==> src/rtl/ttss_pkg.sv <==
// Shared types, constants and the glyph table for the seven-segment line encoder.
// Depends on nothing; ttss_line, the top level and the checker import it.
package ttss_pkg;

   // Number of display digits driven per line.
   localparam int unsigned DIGITS = 4;
   localparam int unsigned IDX_W  = (DIGITS > 1) ? $clog2(DIGITS) : 1;
   localparam int unsigned CNT_W  = $clog2(DIGITS + 1);

   // Character codes with a special meaning.
   localparam logic [7:0] LINE_FEED = 8'h0A;
   localparam logic [7:0] DOT_CHAR  = 8'h2E;

   // Bit of the segment byte that lights the decimal point.
   localparam int unsigned DP_POS = 7;

   // Error glyphs E, r, r, !
   localparam logic [7:0] ERR_E    = 8'h79;
   localparam logic [7:0] ERR_R    = 8'h50;
   localparam logic [7:0] ERR_BANG = 8'h6B;

   typedef logic [7:0] seg_type;

   typedef struct packed {
      logic    ok;
      seg_type seg;
   } glyph_type;

   // One finished line, right-aligned, position 0 in the low byte.
   typedef struct packed {
      logic [DIGITS-1:0][7:0] segs;
      logic                   err;
   } frame_type;

   // Error glyph for a digit position; positions past the fourth are blank.
   function automatic seg_type err_glyph(input int unsigned pos);
      seg_type s;
      unique case (pos)
         0:       s = ERR_E;
         1:       s = ERR_R;
         2:       s = ERR_R;
         3:       s = ERR_BANG;
         default: s = 8'h00;
      endcase
      return s;
   endfunction

   // Character to segment pattern; ok is low for unsupported codes.
   function automatic glyph_type glyph_of(input logic [7:0] c);
      glyph_type g;
      g.ok = 1'b1;
      unique case (c)
         8'h20: g.seg = 8'h00;
         8'h21: g.seg = 8'h6B;
         8'h2B: g.seg = 8'h46;
         8'h2D: g.seg = 8'h40;
         8'h2E: g.seg = 8'h80;
         8'h2F: g.seg = 8'h52;
         8'h3D: g.seg = 8'h48;
         8'h3F: g.seg = 8'h4B;
         8'h5B: g.seg = 8'h39;
         8'h5C: g.seg = 8'h64;
         8'h5D: g.seg = 8'h0F;
         8'h5F: g.seg = 8'h08;
         8'h30: g.seg = 8'h3F;
         8'h31: g.seg = 8'h06;
         8'h32: g.seg = 8'h5B;
         8'h33: g.seg = 8'h4F;
         8'h34: g.seg = 8'h66;
         8'h35: g.seg = 8'h6D;
         8'h36: g.seg = 8'h7D;
         8'h37: g.seg = 8'h07;
         8'h38: g.seg = 8'h7F;
         8'h39: g.seg = 8'h6F;
         8'h41: g.seg = 8'h77;
         8'h42: g.seg = 8'h7F;
         8'h43: g.seg = 8'h39;
         8'h44: g.seg = 8'h1F;
         8'h45: g.seg = 8'h79;
         8'h46: g.seg = 8'h71;
         8'h47: g.seg = 8'h3D;
         8'h48: g.seg = 8'h76;
         8'h49: g.seg = 8'h30;
         8'h4A: g.seg = 8'h1E;
         8'h4B: g.seg = 8'h75;
         8'h4C: g.seg = 8'h38;
         8'h4D: g.seg = 8'h2B;
         8'h4E: g.seg = 8'h37;
         8'h4F: g.seg = 8'h3F;
         8'h50: g.seg = 8'h73;
         8'h51: g.seg = 8'h6B;
         8'h52: g.seg = 8'h7B;
         8'h53: g.seg = 8'h6D;
         8'h54: g.seg = 8'h31;
         8'h55: g.seg = 8'h3E;
         8'h56: g.seg = 8'h2E;
         8'h57: g.seg = 8'h1D;
         8'h58: g.seg = 8'h49;
         8'h59: g.seg = 8'h6A;
         8'h5A: g.seg = 8'h5B;
         8'h61: g.seg = 8'h5F;
         8'h62: g.seg = 8'h7C;
         8'h63: g.seg = 8'h63;
         8'h64: g.seg = 8'h5E;
         8'h65: g.seg = 8'h79;
         8'h66: g.seg = 8'h71;
         8'h67: g.seg = 8'h3D;
         8'h68: g.seg = 8'h74;
         8'h69: g.seg = 8'h11;
         8'h6A: g.seg = 8'h0D;
         8'h6B: g.seg = 8'h69;
         8'h6C: g.seg = 8'h30;
         8'h6D: g.seg = 8'h55;
         8'h6E: g.seg = 8'h54;
         8'h6F: g.seg = 8'h5C;
         8'h70: g.seg = 8'h73;
         8'h71: g.seg = 8'h76;
         8'h72: g.seg = 8'h50;
         8'h73: g.seg = 8'h2D;
         8'h74: g.seg = 8'h78;
         8'h75: g.seg = 8'h1C;
         8'h76: g.seg = 8'h2A;
         8'h77: g.seg = 8'h6A;
         8'h78: g.seg = 8'h14;
         8'h79: g.seg = 8'h6E;
         8'h7A: g.seg = 8'h1B;
         default: begin
            g.ok  = 1'b0;
            g.seg = 8'h00;
         end
      endcase
      return g;
   endfunction

endpackage

==> src/rtl/ttss_if.sv <==
// Valid/ready channel interfaces for the character input and the digit output.
// Stand-alone; no package needed.
interface ttss_req_if;
   logic       valid;
   logic       ready;
   logic [7:0] char_code;
   logic       end_of_write;

   modport source (output valid, output char_code, output end_of_write, input ready);
   modport sink   (input valid, input char_code, input end_of_write, output ready);
endinterface

interface ttss_rsp_if;
   logic       valid;
   logic       ready;
   logic [1:0] digit_index;
   logic [7:0] segments;
   logic       error_shown;
   logic       last;

   modport source (output valid, output digit_index, output segments,
                   output error_shown, output last, input ready);
   modport sink   (input valid, input digit_index, input segments,
                   input error_shown, input last, output ready);
endinterface

==> src/rtl/ttss_line.sv <==
// Character folding: keeps the digit store of the line being typed and builds the
// right-aligned frame on the last word. Depends on ttss_pkg.
module ttss_line (
   input  logic                clock,
   input  logic                reset,
   input  logic                take,
   input  logic [7:0]          char_code,
   input  logic                end_of_write,
   output ttss_pkg::frame_type frame
);
   import ttss_pkg::*;

   logic [DIGITS-1:0][7:0] store_ff, store_in;
   logic [CNT_W-1:0]       used_ff, used_in;
   logic                   stop_ff, stop_in;
   logic                   err_ff, err_in;

   glyph_type        glyph;
   logic [IDX_W-1:0] wr_pos;
   logic [IDX_W-1:0] prev_pos;
   logic             full;
   logic [CNT_W-1:0] pad;

   assign glyph    = glyph_of(char_code);
   assign wr_pos   = IDX_W'(used_ff);
   assign prev_pos = IDX_W'(used_ff - CNT_W'(1));
   assign full     = (used_ff == CNT_W'(DIGITS));

   // Fold one character into the store, as it stands after this word.
   always_comb begin
      store_in = store_ff;
      used_in  = used_ff;
      stop_in  = stop_ff;
      err_in   = err_ff;
      if (!stop_ff) begin
         priority if (char_code == LINE_FEED) begin
            stop_in = 1'b1;
         end else if (!glyph.ok) begin
            for (int unsigned i = 0; i < DIGITS; i++) begin
               store_in[i] = err_glyph(i);
            end
            used_in = CNT_W'(DIGITS);
            stop_in = 1'b1;
            err_in  = 1'b1;
         end else if (char_code == DOT_CHAR && used_ff != '0
                      && !store_ff[prev_pos][DP_POS]) begin
            store_in[prev_pos][DP_POS] = 1'b1;
         end else if (full) begin
            for (int unsigned i = 0; i < DIGITS; i++) begin
               store_in[i] = err_glyph(i);
            end
            stop_in = 1'b1;
            err_in  = 1'b1;
         end else begin
            store_in[wr_pos] = glyph.seg;
            used_in          = used_ff + CNT_W'(1);
         end
      end
   end

   // Right-align: blank digits move in at the left (low positions).
   assign pad        = CNT_W'(DIGITS) - used_in;
   assign frame.segs = store_in << {pad, 3'b000};
   assign frame.err  = err_in;

   // Store update; the line clears itself once its frame is taken.
   always_ff @(posedge clock) begin
      if (reset) begin
         store_ff <= '0;
         used_ff  <= '0;
         stop_ff  <= 1'b0;
         err_ff   <= 1'b0;
      end else if (take) begin
         if (end_of_write) begin
            store_ff <= '0;
            used_ff  <= '0;
            stop_ff  <= 1'b0;
            err_ff   <= 1'b0;
         end else begin
            store_ff <= store_in;
            used_ff  <= used_in;
            stop_ff  <= stop_in;
            err_ff   <= err_in;
         end
      end
   end

endmodule

==> src/rtl/text_to_seven_segment_line.sv <==
// Top level of the seven-segment line encoder: character folding plus a digit
// serializer. Depends on ttss_pkg, ttss_if and ttss_line.
//
//   channel  dir  word                                      accepted when
//   req      in   char_code, end_of_write                   req.valid && req.ready
//   rsp      out  digit_index, segments, error_shown, last  rsp.valid && rsp.ready
//
// One character is taken every cycle. A word with end_of_write loads the finished
// line into the frame register, which then sends DIGITS words, one per cycle unless
// stalled. While a frame is still being sent, plain characters keep flowing in;
// only the next end_of_write word waits until the frame's last digit leaves.
// Reset (synchronous) empties the digit store and drops any frame in flight.
module text_to_seven_segment_line (
   input  logic       clock,
   input  logic       reset,
   ttss_req_if.sink   req,
   ttss_rsp_if.source rsp
);
   import ttss_pkg::*;

   frame_type        frame;
   logic             req_fire;
   logic             rsp_fire;
   logic             at_last;
   logic             frame_free;

   logic [DIGITS-1:0][7:0] segs_ff;
   logic                   err_ff;
   logic                   valid_ff;
   logic [IDX_W-1:0]       idx_ff;

   assign at_last    = (idx_ff == IDX_W'(DIGITS - 1));
   assign rsp_fire   = valid_ff && rsp.ready;
   assign frame_free = !valid_ff || (rsp_fire && at_last);
   assign req.ready  = frame_free || !req.end_of_write;
   assign req_fire   = req.valid && req.ready;

   ttss_line u_line (
      .clock        (clock),
      .reset        (reset),
      .take         (req_fire),
      .char_code    (req.char_code),
      .end_of_write (req.end_of_write),
      .frame        (frame)
   );

   // Frame register: load a finished line, otherwise shift one digit out per word.
   always_ff @(posedge clock) begin
      if (reset) begin
         valid_ff <= 1'b0;
         idx_ff   <= '0;
      end else if (req_fire && req.end_of_write) begin
         valid_ff <= 1'b1;
         idx_ff   <= '0;
      end else if (rsp_fire) begin
         if (at_last) begin
            valid_ff <= 1'b0;
         end else begin
            idx_ff <= idx_ff + IDX_W'(1);
         end
      end
   end

   always_ff @(posedge clock) begin
      if (req_fire && req.end_of_write) begin
         segs_ff <= frame.segs;
         err_ff  <= frame.err;
      end else if (rsp_fire) begin
         segs_ff <= segs_ff >> 8;
      end
   end

   assign rsp.valid       = valid_ff;
   assign rsp.digit_index = 2'(idx_ff);
   assign rsp.segments    = segs_ff[0];
   assign rsp.error_shown = err_ff;
   assign rsp.last        = at_last;

endmodule

==> src/flat_wrapper.sv <==
// flat-port wrapper written by rule: the top's interface ports become plain ports
module text_to_seven_segment_line_flat import ttss_pkg::*;
  (clock, reset, req_valid, req_char_code, req_end_of_write, req_ready, rsp_valid, rsp_digit_index, rsp_segments, rsp_error_shown, rsp_last, rsp_ready);
  ttss_req_if req_i ();
  ttss_rsp_if rsp_i ();
  input  logic clock;
  input  logic reset;
  input wire logic [$bits(req_i.valid)-1:0] req_valid;
  input wire logic [$bits(req_i.char_code)-1:0] req_char_code;
  input wire logic [$bits(req_i.end_of_write)-1:0] req_end_of_write;
  output wire logic [$bits(req_i.ready)-1:0] req_ready;
  output wire logic [$bits(rsp_i.valid)-1:0] rsp_valid;
  output wire logic [$bits(rsp_i.digit_index)-1:0] rsp_digit_index;
  output wire logic [$bits(rsp_i.segments)-1:0] rsp_segments;
  output wire logic [$bits(rsp_i.error_shown)-1:0] rsp_error_shown;
  output wire logic [$bits(rsp_i.last)-1:0] rsp_last;
  input wire logic [$bits(rsp_i.ready)-1:0] rsp_ready;
  assign req_i.valid = req_valid;
  assign req_i.char_code = req_char_code;
  assign req_i.end_of_write = req_end_of_write;
  assign req_ready = req_i.ready;
  assign rsp_valid = rsp_i.valid;
  assign rsp_digit_index = rsp_i.digit_index;
  assign rsp_segments = rsp_i.segments;
  assign rsp_error_shown = rsp_i.error_shown;
  assign rsp_last = rsp_i.last;
  assign rsp_i.ready = rsp_ready;
  text_to_seven_segment_line u_core (.clock(clock), .reset(reset), .req(req_i), .rsp(rsp_i));
endmodule
==> config.mk <==
export PLATFORM = sky130hd
export DESIGN_NAME = text_to_seven_segment_line_flat
export DESIGN_NICKNAME = d
export VERILOG_FILES = /design/src/rtl/ttss_pkg.sv /design/src/rtl/ttss_if.sv /design/src/rtl/ttss_line.sv /design/src/rtl/text_to_seven_segment_line.sv /design/src/flat_wrapper.sv
export SDC_FILE = /design/constraint.sdc
export NUM_CORES = 1
export LEC_CHECK = 0
export BUFFER_PORTS_ARGS = -buffer_cell sky130_fd_sc_hd__clkbuf_2
export CORE_ASPECT_RATIO = 1.1
export CORE_MARGIN = 10
export CORE_UTILIZATION = 45
export DETAILED_ROUTE_END_ITERATION = 16
export PLACE_DENSITY = 0.6
export SKIP_LAST_GASP = 1
export SLEW_MARGIN = 40
export SYNTH_ARGS = -nofsm -noshare
export SYNTH_HDL_FRONTEND = slang
export SYNTH_HIERARCHICAL = 1
export SYNTH_SLANG_ARGS = --single-unit
==> constraint.sdc <==
create_clock -name clock -period 5.1 [get_ports clock]
set_input_delay 0.51 -clock clock [delete_from_list [all_inputs] [get_ports clock]]
set_output_delay 0.51 -clock clock [all_outputs]
set_load 0.05 [all_outputs]
==> key figures, run 1 <==
Yosys
  • Synth Flop Type: dfxtp_1
  • Syn nets: 781
  • Mapped Area: 0.00633 mm²
  • Synth Area per Inst: 8.34 µm²
  • Yosys reg bits: 73
  • Post-synth EDFFs: 33
  • Post-synthesis compound-gate area fraction: 0.257
  • Ys async rst share: 0
  • Warnings, synthesis: 6
  • Synth Instances: 759
  • Post-Synth Simple-Gate Area: 0.269
  • Mux cell area share after synthesis: 0.0680
  • Xor and xnor area share after synthesis: 0.0208
  • Post-Synth Adder-Cell Area: 0.0178
  • Largest family of logic cells by synthesized area: simple AND/OR/NAND/NOR gates
  • Sequential fraction of the synthesis area: 0.283
  • Distinct cells, synth: 92

Floorplanning
  • Core Region: 0.0138 mm²
  • Io pins: 27
  • Die W: 133 µm
  • Die height: 144 µm
  • Num rows: 45
  • Die ar.: 0.0192 mm²
  • Initial Util: 0.459

Setup path
  • Worst path slowest cell: or4_1
  • Crit Path Max Fanout: 19
  • CP Capture Type: flip-flop
  • CP delay by family, top: simple AND/OR/NAND/NOR gates
  • Startpoint types: flip-flop
  • Worst path bufs/invs: 3
  • Cells along the critical path: inv_1, ha_1, mux4_2, or4_1, o21ai_1, a21oi_2, xnor2_4, nor2_2, inv_2, ha_1, inv_1, and2_1, nand2b_1, a21oi_1, mux2_4
  • CP peak stage delay: 590 ps
  • Required @ worst endpoint: 5320 ps
  • Setup Crit Path Kind: flip-flop to flip-flop
  • Worst Path Arrival: 4710 ps

Pwr
  • Pleak: 2.42 nW
  • Power Density: 283 mW/mm²
  • Worst VDD drop: 0.000197 V
  • Tot Pwr: 1.92 mW

Drt
  • Vias/cell: 6.48
  • Drt pass-1 iters: 5
  • DR DRC count: 0
  • DR iter-0 viols: 885
  • Final WL: 20.5 mm
  • Routed WL per cell: 21.6 µm
  • Residual antenna-violating net count after detailed routing: 0
  • Routed vias: 6138

Timing
  • Post-route minimum period: 4490 ps
  • Final setup fails: 0
  • Worst slew pin tran: 781 ps
  • Clock Skews: 7.10 ps
  • Hold_ws: 460 ps
  • Post-Route Setup TNS: 0 ps
  • Slew headroom: 0.479
  • RSZ-0062 raised after global routing: no
  • Highest clock rate: 0.223 GHz
  • Endpoints failing hold: 0
  • Period utilization: 0.881
  • Max Transition Viols Final: 0

GRT
  • Vias in the first global route: 5749
  • Total gr overflow: 0
  • First-pass GRT wire length: 31.9 mm
  • GRT Util Overall: 0.207
  • Initial antenna violation count: 0
  • Largest net degree at the start of global routing: 41

Clock network
  • CTS hold repair buffers: 0
  • CTS root buffer: clkbuf_16
  • Bufs on Longest Clock Path: 2
  • TritonCTS Buffers: 9
  • CTS clk-pin slew, worst paths: 60 ps
  • CTS tree: built
  • Clk Latency, worst-skew pair: 340 ps
  • Clk sinks: 73
  • H-tree lvl count: 3
  • Resized cells post-CTS: 0
  • # Post-CTS Setup Buffers: 0

Finish
  • Area delta synth->final: 7.20%
  • Final-stage net count: 776
  • Area of the multi-input gates: 0.00402 mm²
  • Design Area, Final: 0.00678 mm²
  • Layout cell share with drive strength beyond 1: 0.169
  • Most frequent cells in the layout: nor2_1 (69), nand2_1 (60), a21oi_1 (51)
  • ANT cells: 0
  • Most common cell after layout, fill and taps aside: nor2_1
  • Reg area: 0.00179 mm²
  • Filler cell count in the final layout: 1355

Min path
  • Min-delay worst type: flip-flop to flip-flop

Placed design
  • GP Congestion: 0.997
  • Hpwl dp: 14.9 mm
  • Dpl cell area: 0.00650 mm²
  • IO buf count: 26

Outcome
  • Status: complete, no violations

Job
  • MaxCap Viol Count: 0
[Yosys cell counts, types with 10 or more instances]
cell type	count	area share
o21ai_0	32	0.025
nand3_1	26	0.021
clkbuf_1	33	0.020
and2_1	18	0.018
a21oi_1	51	0.040
a22oi_1	22	0.026
nor2b_1	22	0.022
a31oi_1	12	0.012
nor3_1	18	0.014
buf_4	14	0.017
inv_1	13	0.0077
nand2b_1	15	0.015
nand2_1	60	0.036
edfxtp_1	33	0.16
mux2_4	18	0.043
dfxtp_1	40	0.13
a2bb2oi_1	10	0.014
buf_2	17	0.013
nor2_1	69	0.041
[sequential cells by signal, indices dropped and copies added (netlist names)]
name,count
u_core/u_line/err_ff,1
u_core/u_line/store_ff,32
u_core/u_line/stop_ff,1
u_core/segs_ff,24
u_core/rsp.valid,1
u_core/rsp.segments,8
u_core/u_line/used_ff,3
u_core/rsp.error_shown,1
u_core/rsp.digit_index,2
[path summary, 6_finish.rpt]
kind                                                  from                          to  slack [ps]  cells past startpoint
worst min-delay path            u_core/u_line/store_ff[22]  u_core/u_line/store_ff[22]         460                      2
worst min register to register  u_core/u_line/store_ff[22]  u_core/u_line/store_ff[22]         460                      2
worst max-delay path              u_core/u_line/used_ff[0]      u_core/rsp.segments[4]         610                     15
worst max register to register    u_core/u_line/used_ff[0]      u_core/rsp.segments[4]         610                     15
[tightest hold or removal path, delay by kind of cell (launching register included)]
| family | cells | cell delay, ps |
|---|---|---|
| DFF | 1 | 310 |
| and+or+nand+nor | 1 | 50 |
| AOI/OAI and AO/OA | 1 | 50 |
[layout make-up]
type / count / share of cell area
Timing Repair Buffer: 62 / 0.0590
Sequential cell: 73 / 0.264
Clock inverter: 7 / 0.00885
Inverter: 14 / 0.00775
Multi-Input combinational cell: 594 / 0.592
Clock buffer: 9 / 0.0332
Tap cell: 188 / 0.0347
[where the power goes]
part / total [mW] / internal [mW] / switching, mW
Combinational: 0.631 / 0.224 / 0.407
Sequential: 0.672 / 0.656 / 0.0155
Clock: 0.614 / 0.338 / 0.276
Total: 1.92 / 1.22 / 0.699
[logic make-up after synthesis]
kind of cell	Yosys count
xor+xnor	12
compound gates	232
fa+ha+maj	9
simple gates	309
flops	73
mux	32
buf+inv	92
[per-stage QoR]
| stage | setup slack (ps) | instances | util |
|---|---|---|---|
| after detailed placement | 625 | 931 | 0.471 |
| after CTS | 609 | 947 | 0.492 |
| after global placement | 630 | 931 | 0.470 |
| after global routing | 251 | 947 | 0.492 |
| final | 607 | 947 | 0.492 |
| after floorplan | 772 | 759 | - |
[metal layers]
layer,GRT usage,part of all wire,vias up
li1,-,-,2842
met1,0.249,0.42,2896
met2,0.345,0.46,330
met3,0.0364,0.065,70
met4,0.112,0.051,0
met5,0,0,-
Power figures use the tool's default switching activity.
==> run 2: changes to the inputs <==
--- a/config.mk
+++ b/config.mk
@@ -7,9 +7,10 @@
 export LEC_CHECK = 0
 export BUFFER_PORTS_ARGS = -buffer_cell sky130_fd_sc_hd__clkbuf_2
 export CORE_ASPECT_RATIO = 1.1
-export CORE_MARGIN = 10
+export CORE_MARGIN = 2
 export CORE_UTILIZATION = 45
 export DETAILED_ROUTE_END_ITERATION = 16
+export MAX_ROUTING_LAYER = met4
 export PLACE_DENSITY = 0.6
 export SKIP_LAST_GASP = 1
 export SLEW_MARGIN = 40
==> key figures, run 2 (same netlist as run 1, synthesis figures left out) <==
Finish
  • ANT cells: 0
  • Non-filler instance count after layout: 952
  • Most flops, register: u_core/u_line/store_ff
  • Most common cell after layout, fill and taps aside: nor2_1
  • Layout cell share with drive strength beyond 1: 0.173
  • Area delta synth->final: 8.46%
  • Final-stage net count: 781
  • Most frequent cells in the layout: nor2_1 (69), nand2_1 (60), a21oi_1 (51)
  • Largest register FFs: 32

Setup path
  • Startpoint types: flip-flop
  • Setup slack, reg-to-reg: 820 ps
  • Setup Crit Path Kind: flip-flop to flip-flop
  • Required @ worst endpoint: 5190 ps
  • FF-to-FF path depth: 15
  • Critical R2R Launch: u_core/u_line/used_ff[0]
  • CP Capture Type: flip-flop
  • FF-to-FF End: u_core/rsp.segments[5]
  • Crit Path Max Fanout: 13
  • Worst Path Arrival: 4370 ps

Floorplanning
  • Num rows: 45
  • Io pins: 27
  • Core Region: 0.0138 mm²
  • Die W: 117 µm
  • Initial Util: 0.459
  • Die height: 128 µm
  • Die ar.: 0.0150 mm²

Pwr
  • Pleak: 2.48 nW
  • Switching Fraction: 0.346
  • Sw Pwr: 0.701 mW
  • Worst VDD drop: 0.000213 V
  • Clock power share: 0.346
  • Comb power frac: 0.321
  • Pint: 1.32 mW
  • Seq pwr share: 0.332
  • Power Density: 295 mW/mm²

Drt
  • Drt pass-1 iters: 8
  • DR DRC count: 0
  • DR iter-0 viols: 760
  • Routed WL per cell: 22.6 µm
  • Routed vias: 6185
  • Final WL: 21.5 mm
  • Residual antenna-violating net count after detailed routing: 0
  • Vias/cell: 6.50

Timing
  • Period utilization: 0.840
  • Worst slew pin tran: 855 ps
  • RSZ-0062 raised after global routing: no
  • Endpoints failing hold: 0
  • Slew headroom: 0.422
  • Highest clock rate: 0.233 GHz
  • Final setup fails: 0
  • Max Transition Viols Final: 0
  • Hold_ws: 465 ps
  • Post-route minimum period: 4280 ps
  • Clock Skews: 8.24 ps
  • Post-Route Setup TNS: 0 ps

Clock network
  • CTS tree: built
  • CTS clk-pin slew, worst paths: 60 ps
  • Resized cells post-CTS: 0
  • TritonCTS Buffers: 9
  • Clk Latency, worst-skew pair: 340 ps
  • CTS root buffer: clkbuf_16
  • H-tree lvl count: 3
  • Bufs on Longest Clock Path: 2
  • Clk sinks: 73
  • # Post-CTS Setup Buffers: 0
  • CTS hold repair buffers: 0

GRT
  • Initial antenna violation count: 0
  • First-pass GRT wire length: 34.2 mm
  • Vias in the first global route: 5980
  • Largest net degree at the start of global routing: 41
  • GRT Util Overall: 0.306
  • Total gr overflow: 0

Job
  • MaxCap Viol Count: 0

Outcome
  • Status: complete, no violations

Placed design
  • GP Congestion: 1.02
  • Hpwl dp: 15.8 mm
  • Placed Cells: 936
  • IO buf count: 26

Min path
  • Worst Hold End: u_core/u_line/store_ff[25]
  • Hold path cells: 2
  • Min-delay worst type: flip-flop to flip-flop
  • Worst hold start: u_core/u_line/store_ff[25]
run 2: power groups by stage:
stage	Sequential, mW	Combinational (mW)	Clock (mW)
after floorplan	0.685	0.463	0
after global placement	0.682	0.632	0
after detailed placement	0.684	0.637	0
after CTS	0.671	0.640	0.709
after global routing	0.675	0.696	0.736
final	0.671	0.650	0.701
run 2: worst max-delay path by stage:
stage                             start                     end  cells past startpoint
2_1_floorplan  u_core/u_line/used_ff[0]      u_core/segs_ff[20]                     15
3_3_place_gp           req_char_code[3]      u_core/segs_ff[20]                     11
3_5_place_dp           req_char_code[7]  u_core/rsp.segments[2]                     13
4_1_cts        u_core/u_line/used_ff[0]  u_core/rsp.segments[5]                     15
5_1_grt        u_core/u_line/used_ff[0]  u_core/rsp.segments[4]                     15
6_report       u_core/u_line/used_ff[0]  u_core/rsp.segments[5]                     15
run 2: through the flow:
step           total power [mW]   util  cell area, µm²  worst slack, ps
2_1_floorplan              1.15      -            6330              772
3_3_place_gp               1.31  0.473            6530              800
3_5_place_dp               1.32  0.474            6540              813
4_1_cts                    2.02  0.498            6860              843
5_1_grt                    2.11  0.498            6860              537
6_report                   2.02  0.498            6860              817
run 2: layout make-up:
class / count / area (µm²)
inverters: 14 / 52.6
fillers: 1336 / 6930
clock buffers: 9 / 225
flip-flops and latches: 73 / 1790
repair buffers: 67 / 438
clock inverters: 7 / 100
multi-input cells: 594 / 4020
well taps: 188 / 235
run 2: per-layer routing:
metal | global-route usage | vias up | part of all wire
li1 | - | 2847 | -
met1 | 0.379 | 3002 | 0.42
met2 | 0.495 | 276 | 0.49
met3 | 0.0509 | 60 | 0.058
met4 | 0.122 | 0 | 0.039
met5 | - | - | 0
run 2: critical path, cell delays in order, from the launching register on:
cell      delay (ps)
dfxtp_1          300
buf_4            170
inv_1            130
ha_1             340
mux4_2           310
or4_1            610
nand2b_1         400
a21oi_1          230
a31o_2           140
nand2_1           70
ha_1             290
inv_1            120
and2_1           240
nand2b_1         300
nor2b_1          110
mux2_4           260
==> run 3: changes to the inputs <==
--- a/config.mk
+++ b/config.mk
@@ -11,7 +11,7 @@
 export CORE_UTILIZATION = 45
 export DETAILED_ROUTE_END_ITERATION = 16
 export MAX_ROUTING_LAYER = met4
-export PLACE_DENSITY = 0.6
+export PLACE_DENSITY = 0.63
 export SKIP_LAST_GASP = 1
 export SLEW_MARGIN = 40
 export SYNTH_ARGS = -nofsm -noshare
==> constraint.sdc (replaced) <==
create_clock -name clock -period 3.9 [get_ports clock]
set_input_delay 0.39 -clock clock [delete_from_list [all_inputs] [get_ports clock]]
set_output_delay 0.39 -clock clock [all_outputs]
set_load 0.05 [all_outputs]
==> key figures, run 3 (same netlist as run 1, synthesis figures left out) <==
Outcome
  • Status: complete, no violations

Finish
  • Non-filler instance count after layout: 1020
  • Most common cell after layout, fill and taps aside: buf_4
  • Most flops, register: u_core/u_line/store_ff
  • Most frequent cells in the layout: buf_4 (104), nor2_1 (68), nand2_1 (60)
  • Layout cell share with drive strength beyond 1: 0.254
  • Final-stage net count: 849
  • Area of the multi-input gates: 0.00406 mm²
  • ANT cells: 0
  • Reg area: 0.00180 mm²
  • Largest register FFs: 32
  • Area delta synth->final: 18.1%
  • Design Area, Final: 0.00747 mm²
  • Filler cell count in the final layout: 1323

Placed design
  • IO buf count: 26
  • Hpwl dp: 17.7 mm
  • Placed Cells: 1002
  • Pre-CTS setup slack: -81.7 ps
  • GP Congestion: 1.05
  • Dpl cell area: 0.00711 mm²

Min path
  • Worst hold start: req_valid
  • Min-delay worst type: input pin to flip-flop
  • Worst Hold End: u_core/rsp.valid
  • Hold path cells: 3

Setup path
  • Setup Crit Path Kind: flip-flop to flip-flop
  • Worst Path Arrival: 3720 ps
  • Worst path slowest cell: or4_4
  • Worst path bufs/invs: 2
  • FF-to-FF path depth: 14
  • Setup slack, reg-to-reg: 280 ps
  • CP delay by family, top: simple AND/OR/NAND/NOR gates
  • Crit Path Max Fanout: 8
  • Required @ worst endpoint: 3990 ps
  • CP Capture Type: flip-flop
  • FF-to-FF End: u_core/segs_ff[22]
  • Critical R2R Launch: u_core/u_line/used_ff[1]
  • Cells along the critical path: inv_1, ha_1, mux4_2, or4_4, nand2b_4, a21oi_1, a31o_2, nand2_1, ha_2, clkinvlp_4, o21ai_0, nor3_1, nor3_1, mux2_2
  • Startpoint types: flip-flop
  • CP peak stage delay: 480 ps
  • Most frequent CP cell: nor3_1

Clock network
  • CTS root buffer: clkbuf_16
  • Clk sinks: 73
  • Clk Latency, worst-skew pair: 350 ps
  • CTS clk-pin slew, worst paths: 60 ps
  • Bufs on Longest Clock Path: 2
  • TritonCTS Buffers: 9
  • CTS tree: built
  • H-tree lvl count: 3

Drt
  • Routed vias: 6529
  • Residual antenna-violating net count after detailed routing: 0
  • Vias/cell: 6.40
  • DR DRC count: 0
  • Final WL: 23.7 mm
  • DR iter-0 viols: 729
  • Routed WL per cell: 23.3 µm
  • Drt pass-1 iters: 5

Timing
  • Period utilization: 0.929
  • Max Transition Viols Final: 0
  • Highest clock rate: 0.276 GHz
  • Final setup fails: 0
  • Worst slew pin tran: 818 ps
  • Post-route minimum period: 3620 ps
  • Slew headroom: 0.455
  • Clock Skews: 6.58 ps
  • RSZ-0062 raised after global routing: no
  • Fin worst setup slack: 279 ps
  • Endpoints failing hold: 0

Job
  • MaxCap Viol Count: 0

Pwr
  • Worst VDD drop: 0.000348 V
  • Pleak: 2.84 nW
  • Power Density: 372 mW/mm²

Floorplanning
  • Die ar.: 0.0150 mm²
  • Die W: 117 µm
  • Initial Util: 0.459
  • Die height: 128 µm
  • Io pins: 27
  • Num rows: 45
  • Core Region: 0.0138 mm²

GRT
  • Vias in the first global route: 6174
  • Total gr overflow: 0
  • First-pass GRT wire length: 36.3 mm
  • GRT Util Overall: 0.333
  • Largest net degree at the start of global routing: 41
  • Initial antenna violation count: 0
## run 3: cell count changes in the layout (fill, tap and decap cells not counted), moves of 2 or more
cell,before,now
nand2b_4,0,2
nand2b_1,15,13
buf_4,41,104
clkinvlp_4,0,2
buf_12,0,4
## run 3: through the flow
| stage | power (mW) | utilization | hold WS [ps] | TNS, ps |
|---|---|---|---|---|
| final | 2.78 | 0.542 | 369 | 0 |
| after global routing | 2.88 | 0.542 | 390 | 0 |
| after CTS | 2.76 | 0.539 | 362 | 0 |
| after detailed placement | 1.85 | 0.515 | 454 | -81.7 |
| after global placement | 1.85 | 0.515 | 440 | -6220 |
| after floorplan | 1.52 | - | 432 | 0 |
## run 3: layout make-up
type                            instances  share of cell area
Timing Repair Buffer                  135               0.135
Clock inverter                          6              0.0121
Sequential cell                        73               0.240
Inverter                               14             0.00787
Multi-Input combinational cell        594               0.543
Tap cell                              188              0.0315
Clock buffer                           10              0.0306
## run 3: repair_timing
item	in CTS	in global routing
pin swaps	0	2
gates resized for setup	2	7
buffers inserted	0	2
setup endpoints to repair	1	16
cloned	0	0
endpoints found under the hold margin	0	0
hold buffers	0	0
## run 3: worst reg2reg max path: stages (launching register included)
cell and delay, ps:
dfxtp_1 330, inv_1 100, ha_1 320, mux4_2 330, or4_4 480, nand2b_4 190
a21oi_1 160, a31o_2 140, nand2_1 60, ha_2 310, clkinvlp_4 150, o21ai_0 150
nor3_1 260, nor3_1 110, mux2_2 280
## run 3: per-layer routing
metal  up-vias  part of all wire  global-route usage
met2       327              0.49               0.539
met1      3127              0.39               0.392
met5         -                 0                   -
met4         0             0.061               0.190
li1       2982                 -                   -
met3        93             0.060              0.0523
## run 3: power breakdown
group | switching, mW | total (mW) | internal [mW]
logic | 0.601 | 1.00 | 0.400
clock network | 0.342 | 0.905 | 0.562
registers | 0.0184 | 0.876 | 0.858
total | 0.961 | 2.78 | 1.82
## run 3: how the worst max path moves through the flow
| stage | startpoint | endpoint | slack [ps] | depth (start not counted) |
|---|---|---|---|---|
| floorplan | u_core/u_line/used_ff[0] | u_core/rsp.segments[4] | 20 | 17 |
| global placement | req_char_code[1] | u_core/segs_ff[21] | -370 | 14 |
| detailed placement | u_core/u_line/used_ff[0] | u_core/segs_ff[21] | -80 | 14 |
| CTS | u_core/u_line/used_ff[0] | u_core/segs_ff[28] | 5 | 14 |
| global route | u_core/u_line/used_ff[1] | u_core/segs_ff[20] | 90 | 16 |
| finish | u_core/u_line/used_ff[1] | u_core/segs_ff[22] | 280 | 14 |
